$ cat src/rtl/core/tcp_speed_variance_top_macros.svh
// Assertion macros for the speed variance block.
// Included by the top level; expects clk_i and rst_ni in scope.
`ifndef TCP_SPEED_VARIANCE_TOP_MACROS_SVH
`define TCP_SPEED_VARIANCE_TOP_MACROS_SVH

// same-cycle implication
`define TSV_ASSERT_IMP(lbl, ante, cons, msg) \
  lbl: assert property (@(posedge clk_i) disable iff (!rst_ni) (ante) |-> (cons)) \
    else $error(msg);

// next-cycle implication
`define TSV_ASSERT_NXT(lbl, ante, cons, msg) \
  lbl: assert property (@(posedge clk_i) disable iff (!rst_ni) (ante) |=> (cons)) \
    else $error(msg);

`endif

$ cat src/rtl/core/tsv_pkg.sv
// Shared widths, constants and register indexes of the speed variance block.
// No dependencies.
package tsv_pkg;

  localparam int POS_W      = 32;
  localparam int DELTA_W    = 32;
  localparam int SQ_W       = 66;
  localparam int ROOT_W     = 41;
  localparam int RATE_W     = 10;
  localparam int K_W        = 17;
  localparam int SPDP_W     = 58;
  localparam int SPEED_W    = 32;
  localparam int LIMIT_W    = 23;
  localparam int CNT_W      = 17;
  localparam int SUM_W      = 40;
  localparam int SSQ_W      = 62;
  localparam int A_W        = 79;
  localparam int B_W        = 80;
  localparam int N2_W       = 33;
  localparam int DIVIDEND_W = 63;
  localparam int DIVISOR_W  = 33;
  localparam int VAR_W      = 32;
  localparam int FRAC_SH    = 16;
  localparam int IDX_W      = 8;
  localparam int MAX_STEPS  = 65536;

  localparam logic [IDX_W-1:0] REG_SAMPLE_RATE   = 8'd0;
  localparam logic [IDX_W-1:0] REG_OUTLIER_LIMIT = 8'd1;

  localparam logic [RATE_W-1:0]  RATE_RESET  = 10'd10;
  localparam logic [LIMIT_W-1:0] LIMIT_RESET = 23'd524288;

endpackage

$ cat src/rtl/core/tsv_div.sv
// Bit-serial restoring divider: one quotient bit per cycle.
// Uses tsv_pkg for default widths.
module tsv_div #(
  parameter int NW = tsv_pkg::DIVIDEND_W,
  parameter int DW = tsv_pkg::DIVISOR_W
) (
  input  logic          clk_i,
  input  logic          rst_ni,
  input  logic          start_i,
  input  logic [NW-1:0] dividend_i,
  input  logic [DW-1:0] divisor_i,
  output logic          busy_o,
  output logic [NW-1:0] quot_o
);

  localparam int CW = $clog2(NW + 1);

  logic [CW-1:0] cnt_q;
  logic [NW-1:0] quo_q;
  logic [DW-1:0] rem_q;
  logic [DW-1:0] dvs_q;
  logic [DW:0]   rem_sh;
  logic [DW:0]   rem_sub;
  logic          ge;

  assign rem_sh  = {rem_q, quo_q[NW-1]};
  assign ge      = (rem_sh >= {1'b0, dvs_q});
  assign rem_sub = rem_sh - {1'b0, dvs_q};

  always_ff @(posedge clk_i or negedge rst_ni) begin
    if (!rst_ni) begin
      cnt_q <= '0;
    end else if (start_i) begin
      cnt_q <= CW'(NW);
    end else if (cnt_q != '0) begin
      cnt_q <= cnt_q - 1'b1;
    end
  end

  always_ff @(posedge clk_i) begin
    if (start_i) begin
      quo_q <= dividend_i;
      rem_q <= '0;
      dvs_q <= divisor_i;
    end else if (cnt_q != '0) begin
      quo_q <= {quo_q[NW-2:0], ge};
      rem_q <= ge ? rem_sub[DW-1:0] : rem_sh[DW-1:0];
    end
  end

  assign busy_o = (cnt_q != '0);
  assign quot_o = quo_q;

endmodule

$ cat config.mk
export PLATFORM = sky130hd
export DESIGN_NAME = tsv_div
export DESIGN_NICKNAME = d
export VERILOG_FILES = /design/src/rtl/core/tcp_speed_variance_top_macros.svh /design/src/rtl/core/tsv_pkg.sv /design/src/rtl/core/tsv_div.sv
export SDC_FILE = /design/constraint.sdc
export NUM_CORES = 1
export LEC_CHECK = 0
export BUFFER_PORTS_ARGS = -buffer_cell sky130_fd_sc_hd__clkbuf_2
export CORE_MARGIN = 4
export CORE_UTILIZATION = 37
export CTS_CLUSTER_SIZE = 40
export DETAILED_ROUTE_END_ITERATION = 8
export GPL_TIMING_DRIVEN = 0
export PLACE_DENSITY = 0.71
export REMOVE_ABC_BUFFERS = 1
export SKIP_CTS_REPAIR_TIMING = 1
export SYNTH_ARGS = -nofsm -noshare
export SYNTH_HDL_FRONTEND = slang
export SYNTH_SLANG_ARGS = --single-unit
$ cat constraint.sdc
create_clock -name clk_i -period 3.35 [get_ports clk_i]
set_input_delay 0.67 -clock clk_i [delete_from_list [all_inputs] [get_ports clk_i]]
set_output_delay 0.67 -clock clk_i [all_outputs]
set_load 0.005 [all_outputs]
==> flow_summary_export.csv <==
group,metric,value,unit
synthesis,async_reset_ff_share,4.44,%
synthesis,synth_ff_type,"edfxtp_1",
synthesis,synth-edff-count,96,
sta,finalHoldViolCount,0,
floorplanning,ios,163,
final_layout,area_growth,23.0,%
placement,finalWeightedCongestion,0.826,
sta,setup_viol,0,
run_status,status,"completed",
worst_setup_path,required,3.62,ns
detailed_routing,detail-route-antenna-nets,0,
global_routing,antenna_found_initial,0,
floorplanning,die_area,22400,um2
sta,timing.final.ws_setup,0.239,ns
sta,slew_headroom,54.5,%
synthesis,yosysTopAreaCell,"edfxtp_1",
global_routing,grt_pass1_wl,27200,um
detailed_routing,wl_per_cell,15.5,um
worst_setup_path,crit_path_max_incr_delay,0.43,ns
detailed_routing,vias,5443,
worst_setup_path,cp_cell_sequence,"inv_1, ha_1, inv_1, fa_1, a21oi_1, o211ai_1, nand2_1, a21boi_2, a31o_4, a31oi_4, o21ba_4, buf_12, mux2i_1, a211oi_1",
synthesis,synth_area,7410,um2
pwr,pwr-share-seq,33.1,%
pwr,peakVddDrop,408,uV
pwr,combPwrFrac,39.9,%
clocking,clockRootBuffer,"clkbuf_16",
sta,fmax,321,MHz
pwr,p_int,4.52,mW
pwr,p_per_area,762,nW/um2
final_layout,instances_no_fill,1084,
synthesis,syn-mean-instance-area,11.5,um2
detailed_routing,viasPerCell,5.02,
worst_setup_path,crit_type,"reg2reg",
placement,hpwl,11800,um
clocking,cts_buffer_depth,2,
synthesis,synth_cells,646,
pwr,p_clk_share,26.9,%
sta,fin_hold_ws,0.0695,ns
sta,grt_setup_unrepaired,"false",
final_layout,drive_gt1_share,34.8,%
worst_setup_path,cp-start-kind,"register",
pwr,p_switching,2.42,mW
pwr,report.power.total,6.94,mW
clocking,htreeDepth,4,
sta,fin_crit_sh,92.9,%
clocking,cts_buffers,17,
sta,fin_skew,0.0151,ns
worst_setup_path,crit_path_top_delay_cell,"edfxtp_1",
floorplanning,die_x,150,um
final_layout,fillers,1815,
clocking,clock-sinks,135,
sta,slew_viol_final,0,
worst_setup_path,end_kind,"register",
worst_setup_path,cp_max_fo,11,
final_layout,final_cell_mix,"clkbuf_2 (161), edfxtp_1 (96), mux2_2 (62)",
placement,dpl_worst_slack,-0.780,ns
synthesis,yosys_warnings,0,
pwr,p_leak,4.11,nW
sta,tightest_slew,0.681,ns
floorplanning,rows,51,
detailed_routing,wl,16800,um
detailed_routing,detail_route.drc_violations,0,
synthesis,synthTopCellsByArea,"edfxtp_1 (39%), mux2_2 (9.4%), dfxtp_1 (8.9%)",
placement,io_buffers,162,
detailed_routing,drt-pass1-iter-count,5,
final_layout,layout.cells.most_common,"clkbuf_2",
synthesis,yosysSeqAreaShare,49.9,%
global_routing,grtUsageTotal,15.2,%
min_path,min-delay-path-class,"in2async",
final_layout,fin_nets,940,
clocking,clk_pin_slew_worst_paths,0.07,ns
synthesis,ys_types,60,
worst_setup_path,cp_data_arrival_time,3.38,ns
clocking,cts_tree,"built",
final_layout,post-route-util,46.5,%
pwr,switching_share,34.9,%
flow_run,cap_viol_max_count,0,
floorplanning,die_height,150,um
clocking,clock_latency,0.43,ns
floorplanning,core,19600,um2
synthesis,synth-seq-cells,135,
final_layout,antenna_cells,0,
global_routing,overflow,0,
synthesis,synth.top_cell.area_share,38.9,%
worst_setup_path,r2r_slack,0.24,ns
placement,dp.cells,1044,
global_routing,grt_pass1_vias,5539,
floorplanning,start_util,37.8,%
global_routing,grt_max_degree,99,
worst_setup_path,cpMostUsedCell,"inv_1",
detailed_routing,first_iter_violations,233,
sta,fin_crit,3.11,ns
## cells by family (layout without fill, tap and decap cells)
group                    count (synthesis)  in the layout  synth area share (%)
XOR/XNOR                                28             28                  3.31
flip-flops                             135            135                  49.9
adder cells (fa/ha/maj)                 35             35                  6.01
AND/OR/NAND/NOR                        132            132                  8.46
AO/OA/AOI/OAI                          145            146                  13.8
buffers and inverters                   78            250                  4.97
multiplexers                            93             93                  13.6
## registers in the layout, summed over array words and instances (netlist names)
register / cells
quot_o: 63
rem_q: 33
cnt_q: 6
dvs_q: 33
## final cells by class
cell class / count / area, um2 / share of cell area (%)
Sequential cell: 135 / 3690 / 40.5
Multi-Input combinational cell: 434 / 3370 / 37.0
Clock buffer: 18 / 429 / 4.71
Timing Repair Buffer: 171 / 957 / 10.5
Tap cell: 265 / 332 / 3.64
Inverter: 47 / 179 / 1.96
Clock inverter: 14 / 153 / 1.67
## power by group through the flow
stage                     Combinational (mW)  Clock (mW)  Sequential [mW]
after floorplan                         1.99           0             2.29
after global placement                  2.52           0             2.33
after detailed placement                2.54           0             2.33
after CTS                               2.56        1.93             2.30
after global routing                    3.07        2.00             2.34
final                                   2.77        1.87             2.30
## Yosys cell counts (5+ instances only)
master / n
mux2i_1: 31
ha_1: 34
nand2_1: 35
o21ai_0: 26
nand3_1: 7
nor2b_1: 5
clkbuf_1: 22
o21bai_1: 7
nor3_1: 7
a21o_1: 9
a211oi_1: 32
a21oi_1: 38
nand2b_1: 8
nor2_1: 45
xnor2_1: 19
xor2_1: 9
mux2_2: 62
dfrtp_1: 6
inv_1: 46
nand4_1: 6
dfxtp_1: 33
edfxtp_1: 96
## per-layer routing
metal  GRT usage, %  part of all wire (%)
met5              0                     0
met4           3.66                  0.90
met3           7.00                   9.3
met2           24.3                    46
met1           18.8                    44
## critical path: cells and delay by family, from the launching register on
| kind | cells | cell delay (ns) |
|---|---|---|
| AOI/OAI and AO/OA | 7 | 1.31 |
| adders and majority gates | 2 | 0.56 |
| buffers and inverters | 3 | 0.30 |
| DFF | 1 | 0.43 |
| muxes | 1 | 0.22 |
| and+or+nand+nor | 1 | 0.14 |
## final timing paths
path / from / to / cells after the start
max reg2reg: quot_o[62]$_DFFE_PP_ / rem_q[27]$_SDFFE_PP0P_ / 14
min in group clk_i: divisor_i[23] / dvs_q[23]$_DFFE_PP_ / 1
max: quot_o[62]$_DFFE_PP_ / rem_q[27]$_SDFFE_PP0P_ / 14
min: rst_ni / cnt_q[0]$_DFFE_PN0P_ / 1
max in group asynchronous: rst_ni / cnt_q[2]$_DFFE_PN0P_ / 1
min reg2reg: rem_q[13]$_SDFFE_PP0P_ / rem_q[13]$_SDFFE_PP0P_ / 2
## stage by stage
step	instance area [um2]	TNS (ns)
3_5_place_dp	8420	-44.08
2_1_floorplan	7220	-42.34
3_3_place_gp	8360	-223.94
4_1_cts	9000	-44.14
5_1_grt	9110	0
6_report	9110	0
No activity file was read; power rests on OpenSTA's default activity.
