$ cat src/rtl/core/tcp_speed_variance_top_macros.svh
// Assertion macros for the speed variance block.
// Included by the top level; expects clk_i and rst_ni in scope.
`ifndef TCP_SPEED_VARIANCE_TOP_MACROS_SVH
`define TCP_SPEED_VARIANCE_TOP_MACROS_SVH

// same-cycle implication
`define TSV_ASSERT_IMP(lbl, ante, cons, msg) \
  lbl: assert property (@(posedge clk_i) disable iff (!rst_ni) (ante) |-> (cons)) \
    else $error(msg);

// next-cycle implication
`define TSV_ASSERT_NXT(lbl, ante, cons, msg) \
  lbl: assert property (@(posedge clk_i) disable iff (!rst_ni) (ante) |=> (cons)) \
    else $error(msg);

`endif

$ cat src/rtl/core/tsv_pkg.sv
// Shared widths, constants and register indexes of the speed variance block.
// No dependencies.
package tsv_pkg;

  localparam int POS_W      = 32;
  localparam int DELTA_W    = 32;
  localparam int SQ_W       = 66;
  localparam int ROOT_W     = 41;
  localparam int RATE_W     = 10;
  localparam int K_W        = 17;
  localparam int SPDP_W     = 58;
  localparam int SPEED_W    = 32;
  localparam int LIMIT_W    = 23;
  localparam int CNT_W      = 17;
  localparam int SUM_W      = 40;
  localparam int SSQ_W      = 62;
  localparam int A_W        = 79;
  localparam int B_W        = 80;
  localparam int N2_W       = 33;
  localparam int DIVIDEND_W = 63;
  localparam int DIVISOR_W  = 33;
  localparam int VAR_W      = 32;
  localparam int FRAC_SH    = 16;
  localparam int IDX_W      = 8;
  localparam int MAX_STEPS  = 65536;

  localparam logic [IDX_W-1:0] REG_SAMPLE_RATE   = 8'd0;
  localparam logic [IDX_W-1:0] REG_OUTLIER_LIMIT = 8'd1;

  localparam logic [RATE_W-1:0]  RATE_RESET  = 10'd10;
  localparam logic [LIMIT_W-1:0] LIMIT_RESET = 23'd524288;

endpackage

$ cat src/rtl/core/tsv_smul.sv
// Bit-serial shift-add multiply-accumulate: one multiplier bit per cycle.
// Uses tsv_pkg for default widths.
module tsv_smul #(
  parameter int MW = tsv_pkg::DELTA_W,
  parameter int NW = tsv_pkg::DELTA_W,
  parameter int PW = tsv_pkg::SQ_W
) (
  input  logic          clk_i,
  input  logic          rst_ni,
  input  logic          start_i,
  input  logic [PW-1:0] acc_i,
  input  logic [MW-1:0] mcand_i,
  input  logic [NW-1:0] mplier_i,
  output logic          busy_o,
  output logic [PW-1:0] prod_o
);

  localparam int CW = $clog2(NW + 1);

  logic [CW-1:0] cnt_q;
  logic [PW-1:0] acc_q;
  logic [PW-1:0] mc_q;
  logic [NW-1:0] mp_q;

  always_ff @(posedge clk_i or negedge rst_ni) begin
    if (!rst_ni) begin
      cnt_q <= '0;
    end else if (start_i) begin
      cnt_q <= CW'(NW);
    end else if (cnt_q != '0) begin
      cnt_q <= cnt_q - 1'b1;
    end
  end

  always_ff @(posedge clk_i) begin
    if (start_i) begin
      acc_q <= acc_i;
      mc_q  <= PW'(mcand_i);
      mp_q  <= mplier_i;
    end else if (cnt_q != '0) begin
      if (mp_q[0]) begin
        acc_q <= acc_q + mc_q;
      end
      mc_q <= mc_q << 1;
      mp_q <= mp_q >> 1;
    end
  end

  assign busy_o = (cnt_q != '0);
  assign prod_o = acc_q;

endmodule

$ cat config.mk
export PLATFORM = sky130hd
export DESIGN_NAME = tsv_smul
export DESIGN_NICKNAME = d
export VERILOG_FILES = /design/src/rtl/core/tcp_speed_variance_top_macros.svh /design/src/rtl/core/tsv_pkg.sv /design/src/rtl/core/tsv_smul.sv
export SDC_FILE = /design/constraint.sdc
export NUM_CORES = 1
export LEC_CHECK = 0
export BUFFER_PORTS_ARGS = -buffer_cell sky130_fd_sc_hd__clkbuf_2
export CORE_MARGIN = 2
export CORE_UTILIZATION = 35
export CTS_BUF_LIST = sky130_fd_sc_hd__clkbuf_2
export DETAILED_ROUTE_END_ITERATION = 10
export GPL_TIMING_DRIVEN = 1
export PLACE_DENSITY_LB_ADDON = 0.08
export REMOVE_ABC_BUFFERS = 1
export SLEW_MARGIN = 5
export SYNTH_ARGS = -nofsm -noshare
export SYNTH_HDL_FRONTEND = slang
export SYNTH_SLANG_ARGS = --single-unit
$ cat constraint.sdc
create_clock -name clk_i -period 3.15 [get_ports clk_i]
set_input_delay 0.945 -clock clk_i [delete_from_list [all_inputs] [get_ports clk_i]]
set_output_delay 0.945 -clock clk_i [all_outputs]
set_load 0.05 [all_outputs]
==> results <==
- The run finished with clean final reports.
- The core box area is 30,300 um^2.
- The post-route worst hold slack is 0.339 ns.
- The global placement routability congestion is 0.815.
- The number of storage elements in the synthesis netlist is 170.
- The highest attainable clock frequency is 327 MHz.
- The detailed router finished its first iteration with 549 violations.
- Summing all placed instances gives a cell area of 13,000 um^2.
- Counting along the longest clock path gives a buffer depth of 2.
- The most common flop cell mapped by yosys is sky130_fd_sc_hd__edfxtp_1.
- The most area-hungry cell type in the Yosys netlist is sky130_fd_sc_hd__edfxtp_1.
- The post-route cell area is 13,900 um^2.
- The post-placement cell count is 1,776.
- Along the worst path, the maximum fanout reaches 3.
- The number of port buffers is 199.
- The peak ir drop on the vdd network is 0.484 mV.
- Along the worst hold path, the cell count comes to 3.
- The count of final setup violators is 0.
- The logic depth of the worst register-to-register path is 12.
- The final routed DRC violation total is 0.
- For this run, the number of Yosys warnings is 0.
- The number of global-route vias before repair is 9,297.
- The routed wire length per instance is 16.8 um.
- The count of distinct cell types in the synthesized netlist is 65.
- The number of iterations in the first detailed-routing pass is 5.
- In this run, CTS created clock tree buffers numbering 17.
- After synthesis the cells add up to 10,700 um^2.
- The average cell area after synthesis is 9.61 um^2.
- Yosys mapped a number of flops with a built-in enable equal to 130.
- The maximum number of pins on one net before global-route repair is 69.
- The share of the Yosys chip area taken by registers is 0.441.
- The master cell of the clock root buffer is sky130_fd_sc_hd__clkbuf_2.
- The initial antenna violation count came to 6.
- The class of the most critical setup path is flip-flop to flip-flop.
- The post-place setup slack is -0.271 ns.
- In this run the count of I/O pins placed on the die edge is 200.
- The most used routing layer in global routing is met2.
- The detail route stage leaves a number of antenna-violating nets equal to 0.
- The worst pin sits at a relative slew slack of 0.553.
- The element type at the critical path start is a flip-flop.
- The ratio of cells with drive above 1 in the final layout is 0.364.
- The met1 demand-to-capacity share in global routing is 0.257.
- Setup repair after global routing could not meet its margin everywhere.
- After filler insertion, the fill cell instance count of the layout stands at 3,059.
- Summed over all failing endpoints, the final setup total negative slack is 0 ns.
- At the pin with the least slew margin, the transition time is 0.663 ns.
- The maximum level of the CTS H-tree is 4.
- For this run, global-route usage on met3 was measured as 0.0486.
- The area used by multi-input combinational logic is 6130 um^2.
- The setup skew after layout is 0.0592 ns.
- Measured on the finished design, the core utilization comes to 0.459.
- For this block, the via count after detailed routing is 9,349.
- The total die area is 32,100 um^2.
- The area taken by flip-flops and latches is 4730 um^2.
- Sorting the synthesized cells by area gives the leading types as sky130_fd_sc_hd__edfxtp_1, sky130_fd_sc_hd__ha_1, sky130_fd_sc_hd__mux2_2.
- The layout overhead on the synthesized area is 29.9%.
- After the flow finishes, the layout carries non-filler instances totaling 1,839.
- The final global-route overflow total is 0.
- The number of slew-limit violations in the final report is 0.
- The worst endpoint data arrival time is 3.71 ns.
- Max-cap violations in this run came to 0.
- The critical path required time is 3.80 ns.
- The horizontal die dimension is 179 um.
- Dividing total power by cell area gives a power density of 889 nW/um^2.
- For this configuration, the core starts out at a cell density of 0.353.
- For met2 alone, demand over resource in global routing was 0.319.
- The final critical-path share of the clock period is 0.972.
- The total detailed-routing wirelength is 31,000 um.
- The clock period minus worst slack is 3.06 ns.
- The floorplan step set the die height to 179 um.
- The clock net sink count is 170.
- The fraction of registers with async set/reset is 0.0353.
- The later pin in the worst-skew pair is clocked with a latency of 0.86 ns.
- The hold violation total from the final report was 0.
- The share of synthesized area in the top cell type comes to 0.364.
- The overall power of the completed layout is 12.4 mW.
- The number of cell rows is 64.
- Synthesis produced 1,116 cells.
- The kind of end point of the critical path is a flip-flop.
- The clock tree from TritonCTS is built.
- The first global-routing pass estimated 48,500 um of wire.
- The layout net count is 1,625.
- For this design the static power due to leakage is 5.95 nW.
- In the global route stage, overall resource usage came out at 0.195.
- The CTS clock-pin slew for the worst setup and hold paths is 0.31 ns.
- Detailed placement ended at an HPWL of 23,000 um.
- The internal reg-to-reg setup slack is 0.09 ns.
- Across all setup checks in the final design, the least slack found is 0.0897 ns.
- The class of the tightest hold or removal check is input port to flip-flop.
- Dividing the detail-routed via count by the number of cells gives 5.08.
cell usage after synthesis, types with 3 or more instances:
cell type                    n
sky130_fd_sc_hd__a211oi_2    3
sky130_fd_sc_hd__nor2b_1     5
sky130_fd_sc_hd__a211oi_1    9
sky130_fd_sc_hd__a21o_1     34
sky130_fd_sc_hd__nand2_1   195
sky130_fd_sc_hd__nor3_1     16
sky130_fd_sc_hd__edfxtp_1  130
sky130_fd_sc_hd__a221oi_1    4
sky130_fd_sc_hd__buf_1       6
sky130_fd_sc_hd__o21a_1      7
sky130_fd_sc_hd__o21ai_0    90
sky130_fd_sc_hd__clkbuf_1   43
sky130_fd_sc_hd__nand4_1    16
sky130_fd_sc_hd__a21oi_1   121
sky130_fd_sc_hd__nor2_1     40
sky130_fd_sc_hd__o21bai_1   14
sky130_fd_sc_hd__dfxtp_1    34
sky130_fd_sc_hd__mux2_2     66
sky130_fd_sc_hd__o21ai_1     7
sky130_fd_sc_hd__a31oi_1     6
sky130_fd_sc_hd__dfrtp_1     6
sky130_fd_sc_hd__and3_1      8
sky130_fd_sc_hd__buf_2       7
sky130_fd_sc_hd__nand3_1    16
sky130_fd_sc_hd__a41oi_1     3
sky130_fd_sc_hd__ha_1       66
sky130_fd_sc_hd__xnor2_1    33
sky130_fd_sc_hd__or3_1       4
sky130_fd_sc_hd__inv_1      25
sky130_fd_sc_hd__and2_1      7
sky130_fd_sc_hd__nand2b_1    4
sky130_fd_sc_hd__a211o_1     6
sky130_fd_sc_hd__o211ai_1    7
sky130_fd_sc_hd__xor2_1     25
sky130_fd_sc_hd__nor4_1      7
sky130_fd_sc_hd__o31ai_1     5
sky130_fd_sc_hd__or4_1       4
cells by family (layout without fill, tap and decap cells):
family,count (synthesis),count (layout),synth area share
flip-flops,170,170,0.441
other,0,5,0
XOR/XNOR,58,58,0.0474
multiplexers,67,67,0.0702
adder cells (fa/ha/maj),67,67,0.0789
buffers and inverters,83,405,0.0309
AO/OA/AOI/OAI,346,346,0.199
AND/OR/NAND/NOR,325,325,0.132
worst max-delay path: stages (launching register included):
cell and delay (ns):
sky130_fd_sc_hd__edfxtp_1 0.50, sky130_fd_sc_hd__ha_4 0.30, sky130_fd_sc_hd__buf_4 0.11, sky130_fd_sc_hd__nand4_1 0.23, sky130_fd_sc_hd__a211oi_2 0.26, sky130_fd_sc_hd__o211ai_1 0.13
sky130_fd_sc_hd__nand4_1 0.19, sky130_fd_sc_hd__a31o_4 0.24, sky130_fd_sc_hd__nand2_4 0.07, sky130_fd_sc_hd__a211oi_4 0.37, sky130_fd_sc_hd__buf_6 0.16, sky130_fd_sc_hd__a21o_1 0.18
sky130_fd_sc_hd__a311oi_2 0.12
registers in the layout, summed over array words and instances, names as in the netlist:
register / cells
mp_q: 32
mc_q: 66
prod_o: 66
cnt_q: 6
metal layers:
metal,share of wire,vias up
li1,-,4731
met1,0.46,4388
met2,0.47,196
met3,0.054,30
met4,0.017,4
met5,0.00087,-
where the power goes:
part | switching [mW] | internal, mW | total (mW) | leakage [nW]
clock | 0.906 | 0.392 | 1.30 | 0.143
combinational | 4.44 | 3.09 | 7.53 | 4.09
sequential | 0.387 | 3.16 | 3.55 | 1.71
cell type report:
cell class / count / area share
clock inverters: 13 / 0.0116
repair buffers: 348 / 0.159
well taps: 396 / 0.0356
clock buffers: 19 / 0.00682
multi-input cells: 863 / 0.440
diodes: 5 / 0.000898
inverters: 25 / 0.00691
flip-flops and latches: 170 / 0.340
placed cells by master (no fill, tap or decap), types with 39 or more instances in the layout:
cell type                    n
sky130_fd_sc_hd__mux2_2     66
sky130_fd_sc_hd__nand2_1   192
sky130_fd_sc_hd__nor2_1     39
sky130_fd_sc_hd__a21oi_1   114
sky130_fd_sc_hd__o21ai_0    80
sky130_fd_sc_hd__edfxtp_1  130
sky130_fd_sc_hd__clkbuf_2  216
sky130_fd_sc_hd__buf_4     139
sky130_fd_sc_hd__ha_1       51
worst paths after layout:
check                            from    endpoint
min                         acc_i[59]  prod_o[59]
min in group asynchronous      rst_ni    cnt_q[3]
min reg2reg                  mc_q[34]    mc_q[35]
max in group asynchronous      rst_ni    cnt_q[2]
max                        prod_o[10]  prod_o[64]
max reg2reg                prod_o[10]  prod_o[64]
timing repair:
action / in CTS / in global routing
hold endpoints to repair: 6 / 0
pin swaps: 8 / 33
setup buffers: 10 / 17
gates resized for setup: 36 / 62
hold buffers: 1 / 0
endpoints found under the setup margin: 27 / 31
Power figures use the tool's default switching activity.
