### src/rtl/core/tcp_speed_variance_top_macros.svh
// Assertion macros for the speed variance block.
// Included by the top level; expects clk_i and rst_ni in scope.
`ifndef TCP_SPEED_VARIANCE_TOP_MACROS_SVH
`define TCP_SPEED_VARIANCE_TOP_MACROS_SVH

// same-cycle implication
`define TSV_ASSERT_IMP(lbl, ante, cons, msg) \
  lbl: assert property (@(posedge clk_i) disable iff (!rst_ni) (ante) |-> (cons)) \
    else $error(msg);

// next-cycle implication
`define TSV_ASSERT_NXT(lbl, ante, cons, msg) \
  lbl: assert property (@(posedge clk_i) disable iff (!rst_ni) (ante) |=> (cons)) \
    else $error(msg);

`endif

### src/rtl/core/tsv_pkg.sv
// Shared widths, constants and register indexes of the speed variance block.
// No dependencies.
package tsv_pkg;

  localparam int POS_W      = 32;
  localparam int DELTA_W    = 32;
  localparam int SQ_W       = 66;
  localparam int ROOT_W     = 41;
  localparam int RATE_W     = 10;
  localparam int K_W        = 17;
  localparam int SPDP_W     = 58;
  localparam int SPEED_W    = 32;
  localparam int LIMIT_W    = 23;
  localparam int CNT_W      = 17;
  localparam int SUM_W      = 40;
  localparam int SSQ_W      = 62;
  localparam int A_W        = 79;
  localparam int B_W        = 80;
  localparam int N2_W       = 33;
  localparam int DIVIDEND_W = 63;
  localparam int DIVISOR_W  = 33;
  localparam int VAR_W      = 32;
  localparam int FRAC_SH    = 16;
  localparam int IDX_W      = 8;
  localparam int MAX_STEPS  = 65536;

  localparam logic [IDX_W-1:0] REG_SAMPLE_RATE   = 8'd0;
  localparam logic [IDX_W-1:0] REG_OUTLIER_LIMIT = 8'd1;

  localparam logic [RATE_W-1:0]  RATE_RESET  = 10'd10;
  localparam logic [LIMIT_W-1:0] LIMIT_RESET = 23'd524288;

endpackage

### src/rtl/core/tsv_sqrt.sv
// Bit-serial integer square root: one root bit per cycle, restoring form.
// Uses tsv_pkg for the default root width.
module tsv_sqrt #(
  parameter int RW = tsv_pkg::ROOT_W
) (
  input  logic            clk_i,
  input  logic            rst_ni,
  input  logic            start_i,
  input  logic [2*RW-1:0] rad_i,
  output logic            busy_o,
  output logic [RW-1:0]   root_o
);

  localparam int CW = $clog2(RW + 1);

  logic [CW-1:0]   cnt_q;
  logic [2*RW-1:0] rad_q;
  logic [RW+2:0]   rem_q;
  logic [RW-1:0]   root_q;
  logic [RW+2:0]   rem_sh;
  logic [RW+2:0]   trial;
  logic            ge;

  assign rem_sh = {rem_q[RW:0], rad_q[2*RW-1:2*RW-2]};
  assign trial  = {1'b0, root_q, 2'b01};
  assign ge     = (rem_sh >= trial);

  always_ff @(posedge clk_i or negedge rst_ni) begin
    if (!rst_ni) begin
      cnt_q <= '0;
    end else if (start_i) begin
      cnt_q <= CW'(RW);
    end else if (cnt_q != '0) begin
      cnt_q <= cnt_q - 1'b1;
    end
  end

  always_ff @(posedge clk_i) begin
    if (start_i) begin
      rad_q  <= rad_i;
      rem_q  <= '0;
      root_q <= '0;
    end else if (cnt_q != '0) begin
      rad_q  <= rad_q << 2;
      rem_q  <= ge ? (rem_sh - trial) : rem_sh;
      root_q <= {root_q[RW-2:0], ge};
    end
  end

  assign busy_o = (cnt_q != '0);
  assign root_o = root_q;

endmodule

### config.mk
export PLATFORM = sky130hd
export DESIGN_NAME = tsv_sqrt
export DESIGN_NICKNAME = d
export VERILOG_FILES = /design/src/rtl/core/tcp_speed_variance_top_macros.svh /design/src/rtl/core/tsv_pkg.sv /design/src/rtl/core/tsv_sqrt.sv
export SDC_FILE = /design/constraint.sdc
export NUM_CORES = 1
export LEC_CHECK = 0
export ABC_AREA = 0
export BUFFER_PORTS_ARGS = -buffer_cell sky130_fd_sc_hd__buf_4
export CAP_MARGIN = 20
export CORE_AREA = 5 5 133 135
export CTS_CLUSTER_DIAMETER = 40
export CTS_CLUSTER_SIZE = 20
export DETAILED_ROUTE_END_ITERATION = 10
export DIE_AREA = 0 0 138 140
export PLACE_DENSITY_LB_ADDON = 0.3
export SLEW_MARGIN = 25
export SYNTH_ARGS = -nofsm -noshare
export SYNTH_HDL_FRONTEND = slang
export SYNTH_SLANG_ARGS = --single-unit
export TNS_END_PERCENT = 5
### constraint.sdc
create_clock -name clk_i -period 9.5 [get_ports clk_i]
set_clock_uncertainty 0.15 [all_clocks]
set_input_delay 1.425 -clock clk_i [delete_from_list [all_inputs] [get_ports clk_i]]
set_output_delay 1.425 -clock clk_i [all_outputs]
set_load 0.02 [all_outputs]
==> flow_metrics.env, run 1 <==
export IMPL_nFillCells=1359
export IMPL_drtIter0Drc=488
export IMPL_hold_class="reg -> reg"
export IMPL_totalWireLength_mm=21.0
export IMPL_start_kind="flop"
export IMPL_clock_root_buffer="clkbuf_16"
export IMPL_grt_pass1_wl_mm=35.1
export IMPL_worst_pin_slew_ns=1.01
export IMPL_ios=127
export IMPL_wl_per_cell_um=15.7
export IMPL_period_minus_slack_ns=4.00
export IMPL_cts_setup_buffers=0
export IMPL_syn_nets=1141
export IMPL_drtPass1Iterations=5
export IMPL_cts_hold_buffers=0
export IMPL_crit_chain="inv_1 > ha_1 > nand2_1 > nor3_4 > inv_2 > buf_4 > buf_4"
export IMPL_worst_path_most_repeated_cell="buf_4"
export IMPL_vdd_ir_drop_max_mv=0.165
export IMPL_drc=0
export IMPL_cts_resized=0
export IMPL_ys_seq_area_frac=0.448
export IMPL_grtUsageMet3=0.0719
export IMPL_die_y_um=140
export IMPL_fmax_ghz=0.250
export IMPL_final_hold_viol_count=0
export IMPL_regArea_mm2=0.00427
export IMPL_end_kind="output pin"
export IMPL_synth_ff_type="dfxtp_1"
export IMPL_die_area_mm2=0.0193
export IMPL_yosys_warnings=0
export IMPL_path_buf_inv=4
export IMPL_rows=47
export IMPL_area_growth_pct=16.7
export IMPL_cp_slowest_cell="buf_4"
export IMPL_synth_distinct_cells=58
export IMPL_grt_pass1_vias=7301
export IMPL_io_buffers=126
export IMPL_numClockSinks=171
export IMPL_ys_ff_latch=171
export IMPL_async_flop_share=0.0351
export IMPL_htreeDepth=4
export IMPL_overflow=0
export IMPL_worstPathRequired_ns=7.93
export IMPL_synth_area_mm2=0.00955
export IMPL_multiInputGateArea_mm2=0.00481
export IMPL_diodes=0
export IMPL_dp_hpwl_mm=14.2
export IMPL_met2_usage=0.345
export IMPL_p_leak_nw=4.59
export IMPL_nNetsFinal=1230
export IMPL_busiest_layer="met2"
export IMPL_timing_final_crit_share=0.422
export IMPL_die_w_um=138
export IMPL_place_area_mm2=0.0106
export IMPL_relSlewSlack=0.326
export IMPL_synthCells=1012
export IMPL_initial_core_util=0.584
export IMPL_cts_made_buffers=17
export IMPL_fin_setup_tns_ns=0
export IMPL_stdcell_area_mm2=0.0111
export IMPL_ant_nets=0
export IMPL_setup_violations=0
export IMPL_vias=7561
export IMPL_rsz0062_at_grt="no"
export IMPL_grt_use_met1=0.276
export IMPL_clk_latency_ns=0.44
export IMPL_antenna_found_initial=0
export IMPL_cts_tree="yes"
export IMPL_power_density_mw_per_mm2=292
export IMPL_drv_cap=0
export IMPL_avgSynthCellArea_um2=9.43
export IMPL_slowest_delay_ns=0.75
export IMPL_gp_congestion=0.899
export IMPL_core_mm2=0.0163
export IMPL_slew_viol_final=0
export IMPL_synth_edf_count=82
export IMPL_layout_drive_gt1_share=0.231
export IMPL_status="complete, no violations"
export IMPL_layout_common_cells="135 x nand2_1, 130 x buf_4, 100 x a21oi_1"
export IMPL_layout_commonest_cell="nand2_1"
export IMPL_crit_type="reg -> out"
export IMPL_cp_top_family="buffers and inverters"
export IMPL_path_max_fanout=98
export IMPL_avgViaCountPerCell=5.67
export IMPL_clockBufferDepth=2
export IMPL_grt_max_degree=102
export IMPL_clk_pin_slew_ns=0.07
export IMPL_cp_arrival_ns=2.43
export IMPL_grt_use_total=0.214
sequential cells by signal, indices dropped and copies added (netlist names):
| signal | flops |
|---|---|
| rem_q | 42 |
| rad_q | 82 |
| root_o | 41 |
| cnt_q | 6 |
per-layer routing:
layer,part of all wire,vias to the layer above
li1,-,3822
met1,0.44,3511
met2,0.47,200
met3,0.075,28
met4,0.016,0
met5,0,-
synth_stat cells (all sizes together), types with 2 or more instances:
cell type | n | area, µm²
a2111oi | 3 | 46.3
nand3 | 16 | 80.1
o21a | 6 | 45.0
edfxtp | 82 | 2460
ha | 44 | 551
a211oi | 28 | 210
nor4 | 5 | 37.5
nor3 | 33 | 180
o22ai | 2 | 12.5
o31ai | 5 | 37.5
dfrtp | 6 | 150
and2 | 8 | 50.1
a21oi | 100 | 500
mux2 | 82 | 923
a221oi | 5 | 43.8
nand2 | 136 | 510
o21bai | 7 | 52.6
xor2 | 10 | 87.6
mux2i | 4 | 40.0
dfxtp | 83 | 1660
xnor2 | 19 | 166
nand2b | 5 | 31.3
a311oi | 5 | 56.3
nor2 | 72 | 270
a31oi | 6 | 37.5
or4 | 2 | 15.0
nor2b | 4 | 25.0
clkbuf | 45 | 169
a31o | 2 | 17.5
o211a | 9 | 90.1
a221o | 2 | 20.0
inv | 58 | 218
buf | 16 | 97.6
nand4 | 12 | 75.1
and3 | 7 | 43.8
or3 | 7 | 43.8
a21o | 22 | 165
o211ai | 9 | 67.6
o21ai | 35 | 175
final timing paths:
check | from | end | slack, ns | cells after the start
hold / removal | rem_q[27] | rem_q[27] | 0.34 | 2
setup / recovery | cnt_q[0] | busy_o | 5.50 | 7
max in group asynchronous | rst_ni | cnt_q[5] | 8.45 | 1
setup reg to reg | root_o[15] | rem_q[31] | 5.64 | 12
hold reg to reg | rem_q[27] | rem_q[27] | 0.34 | 2
min in group asynchronous | rst_ni | cnt_q[4] | 0.63 | 1
worst reg2reg max path, stage by stage, from the launching register on:
cell	delay (ns)
dfxtp_1	0.37
inv_1	0.06
ha_1	0.41
a21oi_1	0.28
o21bai_1	0.10
a221oi_1	0.44
o31ai_1	0.17
nor3b_1	0.28
o21a_2	0.52
buf_4	0.49
nor2_1	0.13
a211oi_1	0.25
nor3_1	0.09
layout make-up:
type,count,area share
inverters,59,0.0199
repair buffers,131,0.0886
multi-input cells,721,0.432
well taps,220,0.0247
clock inverters,14,0.0135
flip-flops and latches,171,0.384
clock buffers,17,0.0382
per-stage QoR:
step / hold slack [ns] / std cells / setup WS [ns] / utilization / total power, mW
CTS: 0.335 / 1333 / 5.49 / 0.681 / 3.26
floorplan: 0.294 / 1012 / 4.91 / - / 2.26
global route: 0.358 / 1333 / 5.32 / 0.682 / 3.50
global placement: 0.309 / 1302 / 5.39 / 0.646 / 2.54
detailed placement: 0.312 / 1302 / 5.42 / 0.646 / 2.56
finish: 0.336 / 1333 / 5.50 / 0.682 / 3.25
cell families (layout without fill, tap and decap cells):
logic type / after synthesis / count (layout) / share of synthesized area
multiplexers: 86 / 86 / 0.101
buffers and inverters: 120 / 221 / 0.0511
XOR/XNOR: 29 / 29 / 0.0266
AND/OR/NAND/NOR: 311 / 311 / 0.146
AO/OA/AOI/OAI: 251 / 251 / 0.170
flip-flops: 171 / 171 / 0.448
adder cells (fa/ha/maj): 44 / 44 / 0.0577
where the power goes:
group	internal [mW]	leakage [nW]	switching, mW
Clock	0.351	0.278	0.334
Sequential	0.886	1.62	0.0641
Combinational	0.709	2.69	0.909
Total	1.95	4.59	1.31
Power figures use the tool's default switching activity.
==> run 2: changes to the inputs <==
--- a/config.mk
+++ b/config.mk
@@ -8,11 +8,11 @@
 export ABC_AREA = 0
 export BUFFER_PORTS_ARGS = -buffer_cell sky130_fd_sc_hd__buf_4
 export CAP_MARGIN = 20
-export CORE_AREA = 5 5 133 135
+export CORE_AREA = 5 5 135 137
 export CTS_CLUSTER_DIAMETER = 40
 export CTS_CLUSTER_SIZE = 20
 export DETAILED_ROUTE_END_ITERATION = 10
-export DIE_AREA = 0 0 138 140
+export DIE_AREA = 0 0 140 142
 export PLACE_DENSITY_LB_ADDON = 0.3
 export SLEW_MARGIN = 25
 export SYNTH_ARGS = -nofsm -noshare
==> constraint.sdc (replaced) <==
create_clock -name clk_i -period 4.2 [get_ports clk_i]
set_clock_uncertainty 0.15 [all_clocks]
set_input_delay 0.63 -clock clk_i [delete_from_list [all_inputs] [get_ports clk_i]]
set_output_delay 0.63 -clock clk_i [all_outputs]
set_load 0.02 [all_outputs]
==> run 2 against run 1 <==
Net effect:
- clock power up 130%
- clock-buffer cell count is the same
- power increased by 130%
- critical path type is now reg -> reg
- critical endpoint is now rem_q[9]
- largest cell class unchanged
==> flow_metrics.env, run 2 (synthesis gave the netlist of run 1 again) <==
export IMPL_ant_nets=0
export IMPL_htreeDepth=4
export IMPL_fin_setup_tns_ns=0
export IMPL_dp_hpwl_mm=14.5
export IMPL_stdcell_count=1343
export IMPL_layout_commonest_cell="nand2_1"
export IMPL_layout_common_cells="135 x nand2_1, 130 x buf_4, 100 x a21oi_1"
export IMPL_totalWireLength_mm=21.2
export IMPL_ios=127
export IMPL_multiInputGateArea_mm2=0.00480
export IMPL_grt_use_total=0.213
export IMPL_status="complete, no violations"
export IMPL_drtIter0Drc=492
export IMPL_clock_root_buffer="clkbuf_16"
export IMPL_cts_setup_buffers=0
export IMPL_final_hold_viol_count=0
export IMPL_die_w_um=140
export IMPL_overflow=0
export IMPL_nNetsFinal=1234
export IMPL_slew_viol_final=0
export IMPL_worstPathRequired_ns=4.33
export IMPL_hold_class="reg -> reg"
export IMPL_path_max_fanout=43
export IMPL_power_density_mw_per_mm2=658
export IMPL_drv_cap=0
export IMPL_fmax_ghz=0.294
export IMPL_cts_tree="yes"
export IMPL_grt_pass1_wl_mm=35.6
export IMPL_clk_latency_ns=0.43
export IMPL_die_area_mm2=0.0199
export IMPL_diodes=0
export IMPL_relSlewSlack=0.431
export IMPL_rows=48
export IMPL_clk_pin_slew_ns=0.07
export IMPL_regArea_mm2=0.00427
export IMPL_grt_max_degree=161
export IMPL_wl_per_cell_um=15.8
export IMPL_p_leak_nw=4.63
export IMPL_period_minus_slack_ns=3.40
export IMPL_crit_type="reg -> reg"
export IMPL_cp_arrival_ns=3.53
export IMPL_nFillCells=1410
export IMPL_antenna_found_initial=0
export IMPL_initial_core_util=0.564
export IMPL_io_buffers=126
export IMPL_gp_congestion=0.934
export IMPL_largest_reg_flops=82
export IMPL_worst_pin_slew_ns=0.853
export IMPL_grt_pass1_vias=7466
export IMPL_vias=7607
export IMPL_cts_made_buffers=17
export IMPL_clockBufferDepth=2
export IMPL_timing_final_crit_share=0.809
export IMPL_drtPass1Iterations=5
export IMPL_setup_violations=0
export IMPL_start_kind="flop"
export IMPL_dp_cells=1310
export IMPL_layout_drive_gt1_share=0.233
export IMPL_vdd_ir_drop_max_mv=0.370
export IMPL_regMostFlops="rad_q"
export IMPL_numClockSinks=171
export IMPL_rsz0062_at_grt="no"
export IMPL_drc=0
export IMPL_area_growth_pct=17.4
export IMPL_core_mm2=0.0169
export IMPL_avgViaCountPerCell=5.66
export IMPL_end_kind="flop"
export IMPL_die_y_um=142
run 2: cell count changes in the layout (fill, tap and decap cells not counted), sizes merged:
cell | before | now
clkinv | 3 | 7
buf | 131 | 134
inv | 68 | 66
clkinvlp | 2 | 1
dlygate4sd3 | 0 | 1
run 2: timing repair:
item,in CTS,in global routing
setup endpoints to repair,0,0
endpoints found under the hold margin,6,0
hold buffers,1,0
resized for setup,0,0
run 2: cell type report:
type	instances	area share
Timing Repair Buffer	135	0.0943
Clock inverter	15	0.0135
Clock buffer	17	0.0379
Sequential cell	171	0.381
Multi-Input combinational cell	721	0.428
Inverter	59	0.0198
Tap cell	225	0.0251
run 2: worst max-delay path: stages, from the launching register on:
cell and delay (ns):
dfxtp_1 0.37, inv_1 0.06, ha_1 0.41, a21o_1 0.21, a21o_1 0.19, a221oi_1 0.31
o31ai_1 0.16, a2111oi_4 0.38, o21a_2 0.19, buf_4 0.38, nor2_1 0.09, a211oi_1 0.25
nor3_1 0.08
run 2: final timing paths:
kind,from,to,slack [ns],cells after the start
max,root_o[31],rem_q[9],0.80,12
min,rem_q[0],rem_q[0],0.33,2
max reg2reg,root_o[31],rem_q[9],0.80,12
min reg2reg,rem_q[0],rem_q[0],0.33,2
max in group asynchronous,rst_ni,cnt_q[4],3.38,2
min in group asynchronous,rst_ni,cnt_q[2],0.41,2
run 2: metal layers:
layer,vias up,global-route usage,part of all wire
met3,36,0.0712,0.074
li1,3815,-,-
met4,0,0.0627,0.017
met1,3548,0.276,0.44
met5,-,0,0
met2,208,0.345,0.46
run 2: power by group:
part	internal, mW	switching (mW)	total, mW
clock	0.792	0.754	1.55
combinational	1.62	2.05	3.67
sequential	2.00	0.153	2.16
total	4.42	2.96	7.37
run 2: through the flow:
step                      hold slack (ns)   util  power (mW)  area (µm²)  worst slack [ns]
after floorplan                     0.184      -        5.12        9550             0.196
after global placement              0.293  0.627        5.76       10600             0.841
after detailed placement            0.293  0.627        5.80       10600             0.836
after CTS                           0.329  0.662        7.39       11200             0.805
after global routing                0.329  0.662        7.94       11200             0.516
final                               0.331  0.662        7.37       11200             0.802
==> run 3: changes to the inputs <==
--- a/config.mk
+++ b/config.mk
@@ -5,14 +5,14 @@
 export SDC_FILE = /design/constraint.sdc
 export NUM_CORES = 1
 export LEC_CHECK = 0
-export ABC_AREA = 0
+export ABC_AREA = 1
 export BUFFER_PORTS_ARGS = -buffer_cell sky130_fd_sc_hd__buf_4
 export CAP_MARGIN = 20
-export CORE_AREA = 5 5 135 137
+export CORE_AREA = 5 5 149 151
 export CTS_CLUSTER_DIAMETER = 40
 export CTS_CLUSTER_SIZE = 20
 export DETAILED_ROUTE_END_ITERATION = 10
-export DIE_AREA = 0 0 140 142
+export DIE_AREA = 0 0 154 156
 export PLACE_DENSITY_LB_ADDON = 0.3
 export SLEW_MARGIN = 25
 export SYNTH_ARGS = -nofsm -noshare
==> constraint.sdc (replaced) <==
create_clock -name clk_i -period 3.1 [get_ports clk_i]
set_clock_uncertainty 0.15 [all_clocks]
set_input_delay 0.465 -clock clk_i [delete_from_list [all_inputs] [get_ports clk_i]]
set_output_delay 0.465 -clock clk_i [all_outputs]
set_load 0.02 [all_outputs]
==> run 3 against run 2 <==
Net effect:
- routed wire length is 36% higher
- hold slack got worse by 0.20 ns
- largest cell class unchanged
- critical endpoint is now rem_q[33]
- setup slack got worse by 0.53 ns
- largest power group unchanged
- clock-buffer cell count up 1
- sequential cell count is the same
- via count rose by 36%
- critical path type unchanged
==> flow_metrics.env, run 3 <==
export IMPL_dp_hpwl_mm=21.2
export IMPL_layout_drive_gt1_share=0.115
export IMPL_fmax_ghz=0.353
export IMPL_drc=0
export IMPL_reg2reg_depth=16
export IMPL_fin_util=0.614
export IMPL_synthAdderAreaFrac=0.0503
export IMPL_drtIter0Drc=600
export IMPL_io_buffers=126
export IMPL_grt_pass1_wl_mm=47.1
export IMPL_grt_pass1_vias=9749
export IMPL_avgSynthCellArea_um2=6.57
export IMPL_start_kind="flop"
export IMPL_crit_type="reg -> reg"
export IMPL_synthCells=1666
export IMPL_r2r_start="root_o[5]"
export IMPL_vias=10300
export IMPL_die_area_mm2=0.0240
export IMPL_path_buf_inv=2
export IMPL_worstSetupPathDepth=16
export IMPL_netlist_top_cells_count="691 x nand2_1, 269 x inv_1, 99 x nand3_1, 99 x nor2_1, 83 x dfxtp_1"
export IMPL_clock_root_buffer="clkbuf_16"
export IMPL_cp_top_family="simple AND/OR/NAND/NOR gates"
export IMPL_hold_depth=3
export IMPL_worst_pin_slew_ns=0.929
export IMPL_place_area_mm2=0.0121
export IMPL_initial_core_util=0.529
export IMPL_regArea_mm2=0.00427
export IMPL_overflow=0
export IMPL_muxShareOfSynthArea=0
export IMPL_met2_usage=0.396
export IMPL_grt_use_total=0.239
export IMPL_die_y_um=156
export IMPL_yosys_area_share_simple=0.369
export IMPL_die_w_um=154
export IMPL_grt_use_met1=0.315
export IMPL_dp_cells=2016
export IMPL_worstSetupStartpoint="root_o[5]"
export IMPL_nNetsFinal=1890
export IMPL_cp_arrival_ns=3.05
export IMPL_antenna_found_initial=0
export IMPL_synth_edf_count=82
export IMPL_ys_seq_area_frac=0.391
export IMPL_core_mm2=0.0207
export IMPL_drv_cap=0
export IMPL_gp_congestion=0.973
export IMPL_synth_area_leader_cell="nand2_1"
export IMPL_fin_setup_tns_ns=0
export IMPL_timing_rr_end="rem_q[33]"
export IMPL_synth_distinct_cells=34
export IMPL_totalWireLength_mm=28.9
export IMPL_cp_endpoint="rem_q[33]"
export IMPL_timing_final_crit_share=0.913
export IMPL_cts_tree="yes"
export IMPL_rows=53
export IMPL_rsz0062_at_grt="no"
export IMPL_path_max_fanout=33
export IMPL_layout_common_cells="690 x nand2_1, 268 x inv_1, 133 x buf_4"
export IMPL_slew_viol_final=0
export IMPL_setup_slack_ns=0.271
export IMPL_ant_nets=0
export IMPL_stdcell_count=2049
export IMPL_synth_ff_type="dfxtp_1"
export IMPL_vdd_ir_drop_max_mv=0.493
export IMPL_largest_reg_flops=82
export IMPL_ys_top_cells_by_area="nand2_1 24%, edfxtp_1 22%, dfxtp_1 15%"
export IMPL_htreeDepth=4
export IMPL_clk_latency_ns=0.45
export IMPL_ios=127
export IMPL_period_minus_slack_ns=2.83
export IMPL_cp_slowest_cell="dfxtp_1"
export IMPL_worstPathRequired_ns=3.32
export IMPL_power_mw=12.0
export IMPL_slowest_delay_ns=0.36
export IMPL_pre_cts_ws_ns=0.316
export IMPL_busiest_layer="met2"
export IMPL_synth_top_family_by_area="simple AND/OR/NAND/NOR gates"
export IMPL_ff2ff_setup_slack_ns=0.27
export IMPL_final_hold_viol_count=0
export IMPL_crit_chain="inv_1 > ha_1 > nand2_1 > nor2_1 > inv_2 > nor2_2 > nand2_1 > nand3_2 > nand2_2 > nand2_2 > nand2_4 > nand2_4 > nand2_2 > nor2_2 > nor2_1 > nor2_1"
export IMPL_numClockSinks=171
export IMPL_multiInputGateArea_mm2=0.00540
export IMPL_clk_pin_slew_ns=0.08
export IMPL_drtPass1Iterations=8
export IMPL_setup_violations=0
export IMPL_wl_per_cell_um=14.1
export IMPL_cts_made_buffers=17
export IMPL_synth_compound_area_frac=0.0612
export IMPL_regMostFlops="rad_q"
export IMPL_diodes=0
export IMPL_yosys_warnings=0
export IMPL_hold_class="in -> reg"
export IMPL_cts_setup_buffers=0
export IMPL_synth_area_mm2=0.0109
export IMPL_grtUsageMet3=0.0460
export IMPL_layout_commonest_cell="nand2_1"
export IMPL_yosysMostFrequentCell="nand2_1"
export IMPL_synth_xor_area_frac=0.0120
export IMPL_end_kind="flop"
export IMPL_status="complete, no violations"
export IMPL_stdcell_area_mm2=0.0127
export IMPL_clockBufferDepth=2
export IMPL_synth_top_area_frac=0.237
export IMPL_async_flop_share=0.0351
export IMPL_nFillCells=2025
export IMPL_power_density_mw_per_mm2=946
export IMPL_grt_max_degree=155
export IMPL_hold_slack_ns=0.129
export IMPL_ys_ff_latch=171
export IMPL_avgViaCountPerCell=5.05
export IMPL_p_leak_nw=6.98
export IMPL_area_growth_pct=16.1
export IMPL_relSlewSlack=0.381
export IMPL_syn_nets=1795
run 3: final cells by class:
cell class                 instances  area share
sequential                       171       0.336
tap                              275      0.0271
clock inverter                    14      0.0132
clock buffer                      18      0.0338
timing repair buffer             137      0.0834
inverter                         272      0.0808
multi-input combinational       1162       0.425
run 3: cell families (layout without fill, tap and decap cells):
family,after synthesis,count (layout)
xor+xnor,15,15
fa+ha+maj,44,44
buf+inv,333,441
compound gates,128,128
simple gates,975,975
flops,171,171
run 3: metal layers:
layer	vias to the layer above	wire (µm)
met5	-	0
met4	0	767
met3	44	1640
met2	277	13300
met1	4648	13100
li1	5374	-
run 3: worst reg2reg max path: cells and delay by family, from the launching register on:
kind	cells	cell delay (ns)
buffers and inverters	2	0.13
DFF	1	0.36
and+or+nand+nor	13	1.74
adders and majority gates	1	0.36
run 3: how the worst min path moves through the flow:
| stage | startpoint | to | slack [ns] |
|---|---|---|---|
| 3_5_place_dp | rst_ni | cnt_q[4] | 0.13 |
| 6_report | rad_i[18] | rad_q[18] | 0.13 |
| 3_3_place_gp | rst_ni | cnt_q[4] | 0.13 |
| 2_1_floorplan | rst_ni | cnt_q[0] | 0.02 |
| 5_1_grt | rad_i[18] | rad_q[18] | 0.13 |
| 4_1_cts | rad_i[18] | rad_q[18] | 0.12 |
run 3: report_power, final:
group / internal (mW) / switching (mW) / total, mW
sequential: 2.68 / 0.194 / 2.88
clock: 1.09 / 1.10 / 2.19
combinational: 2.28 / 4.67 / 6.96
total: 6.06 / 5.97 / 12.0
run 3: timing repair:
action,in CTS,in global routing
endpoints found under the setup margin,0,2
hold endpoints to repair,6,0
hold buffers,1,0
resized for setup,0,2
